File: src/rtl/core/smsd_pkg.sv
// ----------------------------------------------------------------------------
// smsd_pkg: shared types and constants for the sliding median spike detector
// Widths, datapath operation codes and the controller/datapath status bundle.
// ----------------------------------------------------------------------------
`default_nettype none

package smsd_pkg;

    localparam int WIN_MAX  = 256;
    localparam int ADDR_W   = $clog2(WIN_MAX);
    localparam int CNT_W    = $clog2(WIN_MAX + 1);
    localparam int SAMPLE_W = 16;
    localparam int TWICE_W  = 17;
    localparam int TOTAL_W  = 32;
    localparam int LEN_W    = 9;
    localparam int OUT_W    = 56;

    typedef enum logic [4:0] {
        OP_NONE,
        OP_LOAD,
        OP_FILL_START,
        OP_INS_RD,
        OP_INS_WV,
        OP_INS_SHIFT,
        OP_FILL_END,
        OP_MED_HI,
        OP_MED_LO,
        OP_MED_ODD,
        OP_MED_EVEN,
        OP_EVAL,
        OP_OLD_LATCH,
        OP_REM_RD,
        OP_REM_NEXT,
        OP_SHIFT_RD,
        OP_SHIFT_W,
        OP_INS_SETUP,
        OP_FULL_END,
        OP_EMIT
    } op_t;

    typedef struct packed {
        logic pos_zero;
        logic gt;
        logic eq;
        logic pos_lt_len;
        logic pos1_lt_len;
        logic fill_lt_len;
        logic len_odd;
        logic out_free;
    } status_t;

endpackage

`default_nettype wire

File: src/rtl/core/smsd_ctrl.sv
// ----------------------------------------------------------------------------
// smsd_ctrl: sequencer for the sliding median spike detector
// Steps the datapath through fill, median, removal and insertion phases.
// ----------------------------------------------------------------------------
`default_nettype none

module smsd_ctrl (
    input  wire logic              clk,
    input  wire logic              rst_n,
    input  wire logic              in_valid,
    output logic                   in_ready,
    input  wire smsd_pkg::status_t status,
    output smsd_pkg::op_t          op
);

    typedef enum logic [4:0] {
        S_IDLE,
        S_START,
        S_INS,
        S_INS_CMP,
        S_FEND,
        S_MED2,
        S_MED3,
        S_EVAL,
        S_OLD1,
        S_OLD2,
        S_REM,
        S_REM_CMP,
        S_SHIFT,
        S_SHIFT_W,
        S_FULL_END,
        S_EMIT
    } state_t;

    state_t state_reg;
    state_t state_next;
    logic   full_reg;
    logic   full_next;
    state_t ins_end;

    assign ins_end  = full_reg ? S_FULL_END : S_FEND;
    assign in_ready = (state_reg == S_IDLE);

    always_comb
    begin
        state_next = state_reg;
        full_next  = full_reg;
        op         = smsd_pkg::OP_NONE;
        case (state_reg)
            S_IDLE:
            begin
                if (in_valid)
                begin
                    op         = smsd_pkg::OP_LOAD;
                    state_next = S_START;
                end
            end
            S_START:
            begin
                if (status.fill_lt_len)
                begin
                    op         = smsd_pkg::OP_FILL_START;
                    full_next  = 1'b0;
                    state_next = S_INS;
                end
                else
                begin
                    op         = smsd_pkg::OP_MED_HI;
                    full_next  = 1'b1;
                    state_next = S_MED2;
                end
            end
            S_INS:
            begin
                if (status.pos_zero)
                begin
                    op         = smsd_pkg::OP_INS_WV;
                    state_next = ins_end;
                end
                else
                begin
                    op         = smsd_pkg::OP_INS_RD;
                    state_next = S_INS_CMP;
                end
            end
            S_INS_CMP:
            begin
                if (status.gt)
                begin
                    op         = smsd_pkg::OP_INS_SHIFT;
                    state_next = S_INS;
                end
                else
                begin
                    op         = smsd_pkg::OP_INS_WV;
                    state_next = ins_end;
                end
            end
            S_FEND:
            begin
                op         = smsd_pkg::OP_FILL_END;
                state_next = S_EMIT;
            end
            S_MED2:
            begin
                if (status.len_odd)
                begin
                    op         = smsd_pkg::OP_MED_ODD;
                    state_next = S_EVAL;
                end
                else
                begin
                    op         = smsd_pkg::OP_MED_LO;
                    state_next = S_MED3;
                end
            end
            S_MED3:
            begin
                op         = smsd_pkg::OP_MED_EVEN;
                state_next = S_EVAL;
            end
            S_EVAL:
            begin
                op         = smsd_pkg::OP_EVAL;
                state_next = S_OLD1;
            end
            S_OLD1:
            begin
                state_next = S_OLD2;
            end
            S_OLD2:
            begin
                op         = smsd_pkg::OP_OLD_LATCH;
                state_next = S_REM;
            end
            S_REM:
            begin
                if (status.pos_lt_len)
                begin
                    op         = smsd_pkg::OP_REM_RD;
                    state_next = S_REM_CMP;
                end
                else
                begin
                    op         = smsd_pkg::OP_INS_SETUP;
                    state_next = S_INS;
                end
            end
            S_REM_CMP:
            begin
                if (status.eq)
                begin
                    state_next = S_SHIFT;
                end
                else
                begin
                    op         = smsd_pkg::OP_REM_NEXT;
                    state_next = S_REM;
                end
            end
            S_SHIFT:
            begin
                if (status.pos1_lt_len)
                begin
                    op         = smsd_pkg::OP_SHIFT_RD;
                    state_next = S_SHIFT_W;
                end
                else
                begin
                    op         = smsd_pkg::OP_INS_SETUP;
                    state_next = S_INS;
                end
            end
            S_SHIFT_W:
            begin
                op         = smsd_pkg::OP_SHIFT_W;
                state_next = S_SHIFT;
            end
            S_FULL_END:
            begin
                op         = smsd_pkg::OP_FULL_END;
                state_next = S_EMIT;
            end
            S_EMIT:
            begin
                if (status.out_free)
                begin
                    op         = smsd_pkg::OP_EMIT;
                    state_next = S_IDLE;
                end
            end
            default:
            begin
                state_next = S_IDLE;
            end
        endcase
    end

    always_ff @(posedge clk or negedge rst_n)
    begin
        if (!rst_n)
        begin
            state_reg <= S_IDLE;
            full_reg  <= 1'b0;
        end
        else
        begin
            state_reg <= state_next;
            full_reg  <= full_next;
        end
    end

endmodule

`default_nettype wire

File: config.mk
export PLATFORM = sky130hd
export DESIGN_NAME = smsd_ctrl
export DESIGN_NICKNAME = d
export VERILOG_FILES = /design/src/rtl/core/smsd_pkg.sv /design/src/rtl/core/smsd_ctrl.sv
export SDC_FILE = /design/constraint.sdc
export NUM_CORES = 1
export LEC_CHECK = 0
export BUFFER_PORTS_ARGS = -buffer_cell sky130_fd_sc_hd__buf_2
export CAP_MARGIN = 20
export CORE_MARGIN = 2
export CORE_UTILIZATION = 54
export DETAILED_ROUTE_END_ITERATION = 10
export PLACE_DENSITY = 0.9
export SLEW_MARGIN = 40
export SYNTH_ARGS = -nofsm -noshare
export SYNTH_HDL_FRONTEND = slang
export SYNTH_SLANG_ARGS = --single-unit
File: constraint.sdc
create_clock -name clk -period 3.4 [get_ports clk]
set_clock_uncertainty 0.1 [all_clocks]
set_input_delay 0.51 -clock clk [delete_from_list [all_inputs] [get_ports clk]]
set_output_delay 0.51 -clock clk [all_outputs]
set_load 0.05 [all_outputs]
==> results_dict.tcl <==
set metrics [dict create \
    status "complete, no violations" \
    seqCellArea_um2 125 \
    syn_avg_cell_area_um2 7.01 \
    antenna_found_initial 0 \
    timing.final.max_slew_violations 0 \
    cp_num_buf_inv 3 \
    synth.net_count 111 \
    vias_per_cell 7.03 \
    clock_tree.htree_level_count 1 \
    top_usage_layer "met2" \
    die_w_um 40.0 \
    clk_latency_ps 240 \
    yosysSeqAreaShare_pct 17.9 \
    fin_nets 123 \
    async_flop_share_pct 100 \
    cp.required_ps 2790 \
    cts_tree "built" \
    grt_pass1_wl_um 2970 \
    ys.flop_type "dfrtp_1" \
    grt_pass1_vias 672 \
    dieArea_um2 1600 \
    clk_path_buf_depth 2 \
    max_freq_mhz 333 \
    crit_slowest_cell "dfrtp_1" \
    use_met3_pct 3.33 \
    n_fill_cell 92 \
    critPathLaunchType "flop" \
    clock-root-buffer "clkbuf_4" \
    yosys_warnings 0 \
    gr-usage-met1_pct 39.8 \
    routabilityCongestion 0.908 \
    min_path_type "reg2reg" \
    die_h_um 40.0 \
    cts_setup_buffers 0 \
    worst-slew-pin-transition_ps 771 \
    ys_types 45 \
    largest_register_ffs 4 \
    multi_input_area_um2 502 \
    drt_iter0_markers 59 \
    synth-edff-count 0 \
    wl_per_cell_um 15.5 \
    cp_max_fo 24 \
    first_pass_iters 5 \
    max_slew_margin_pct 48.6 \
    start_util_pct 60.6 \
    rsz0062_at_grt "false" \
    ant_nets 0 \
    routed_wl_um 1940 \
    drv_cap 0 \
    final.min_clock_period_ps 3000 \
    ys_ff_latch 5 \
    hpwl_um 1360 \
    critPathCaptureType "output pin" \
    area_delta_synth_final_pct 11.8 \
    dr_total_vias 879 \
    grtUsageTotal_pct 28.3 \
    synth_cells 100 \
    clock_sinks 5 \
    drive_gt1_share_pct 20.7 \
    use_met2_pct 42.3 \
    clk_pin_slew_worst_paths_ps 40 \
    cpPeakStageDelay_ps 810 \
    worstSetupPathType "reg2out" \
    overflow 0 \
    worstPathArrival_ps 2390 \
    antennaDiodeCount 0 \
    setup_viol 0 \
    fin_tns_setup_ps 0 \
    critPathTopFamily "flip-flops" \
    core_um2 1160 \
    io_pins 17 \
    rows 12 \
    drc_errors 0 \
    cts_inserted_buffers 3 \
    period_share_pct 88.2 \
    port_buffers 16 \
    netlist_area_um2 701 \
    grt_max_degree 30 \
    path_cells "inv_2 -> a2111oi_1 -> inv_1 -> o211ai_1 -> buf_2" \
    hold_viol 0 \
]
## synth_stat cells, types with 2 or more instances
library cell | n | area share [%]
a31oi_1 | 2 | 1.8
a211o_1 | 3 | 3.8
o31ai_1 | 2 | 2.1
nand3b_1 | 2 | 2.1
a32o_1 | 2 | 2.9
nor3_1 | 2 | 1.4
nand3_1 | 2 | 1.4
nand2_1 | 6 | 3.2
a21oi_1 | 5 | 3.6
dfrtp_1 | 5 | 18
nand4_1 | 3 | 2.7
inv_1 | 5 | 2.7
clkbuf_1 | 3 | 1.6
nor2_1 | 12 | 6.4
o21ai_0 | 12 | 8.6
buf_2 | 5 | 3.6
## path summary, 6_finish.rpt
kind	startpoint	endpoint	depth (start not counted)	slack, ps
setup / recovery	state_reg[0]$_DFFE_PN0P_	op[2]	5	400
hold / removal	full_reg$_DFFE_PN0N_	state_reg[3]$_DFFE_PN0P_	1	420
setup reg to reg	state_reg[0]$_DFFE_PN0P_	state_reg[1]$_DFFE_PN0P_	3	1380
hold reg to reg	full_reg$_DFFE_PN0N_	state_reg[3]$_DFFE_PN0P_	1	420
max in group asynchronous	rst_n	state_reg[1]$_DFFE_PN0P_	2	2570
min in group asynchronous	rst_n	full_reg$_DFFE_PN0N_	2	500
## cells in the final DEF, fill, tap and decap left out, types with 2 or more instances in the layout
master and count:
a211o_1 3, nand2_1 6, a32o_1 2, nand3b_1 2, nand4_1 3, nor2_1 12
a31oi_1 2, inv_1 5, clkbuf_4 3, buf_2 16, a21oi_1 5, nor3_1 2
nand3_1 2, o31ai_1 2, dfrtp_1 5, o21ai_0 12
## metal layers
metal | vias up | routed length, um
met5 | - | 0
met4 | 0 | 58
met3 | 10 | 215
met2 | 79 | 898
met1 | 385 | 763
li1 | 405 | -
## cell type report
class	count	area share, %
Inverter	6	2.88
Clock buffer	4	3.35
Multi-Input combinational cell	79	64.1
Sequential cell	5	16.0
Timing Repair Buffer	17	11.5
Tap cell	14	2.24
## logic make-up (layout without fill, tap and decap cells)
kind of cell / count (synthesis) / after routing / synth area share (%)
mux: 1 / 1 / 1.43
xor+xnor: 1 / 1 / 1.25
buf+inv: 16 / 27 / 10.5
simple gates: 37 / 37 / 28.0
compound gates: 40 / 40 / 40.9
flops: 5 / 5 / 17.9
## stage by stage
| stage | hold WS [ps] | worst slack, ps | util, % | cell area [um2] | std cells |
|---|---|---|---|---|---|
| 4_1_cts | 414 | 456 | 67.7 | 783 | 125 |
| 5_1_grt | 440 | 205 | 67.7 | 783 | 125 |
| 6_report | 420 | 401 | 67.7 | 783 | 125 |
| 3_5_place_dp | 228 | 725 | 64.6 | 747 | 120 |
| 2_1_floorplan | 114 | 957 | - | 701 | 100 |
| 3_3_place_gp | 223 | 889 | 64.6 | 747 | 120 |
## timing repair
| item | CTS | global route |
|---|---|---|
| setup endpoints to repair | 0 | 0 |
| gates resized for setup | 0 | 0 |
| hold buffers | 1 | 0 |
| endpoints found under the hold margin | 5 | 0 |
## worst reg2reg max path, stage by stage (launching register included)
cell and delay, ps:
dfrtp_1 810, inv_2 220, a221o_1 370, a2111o_1 400
Power is not shown: default switching activity piles up to over one toggle a cycle in this logic, so the estimate is an artifact.
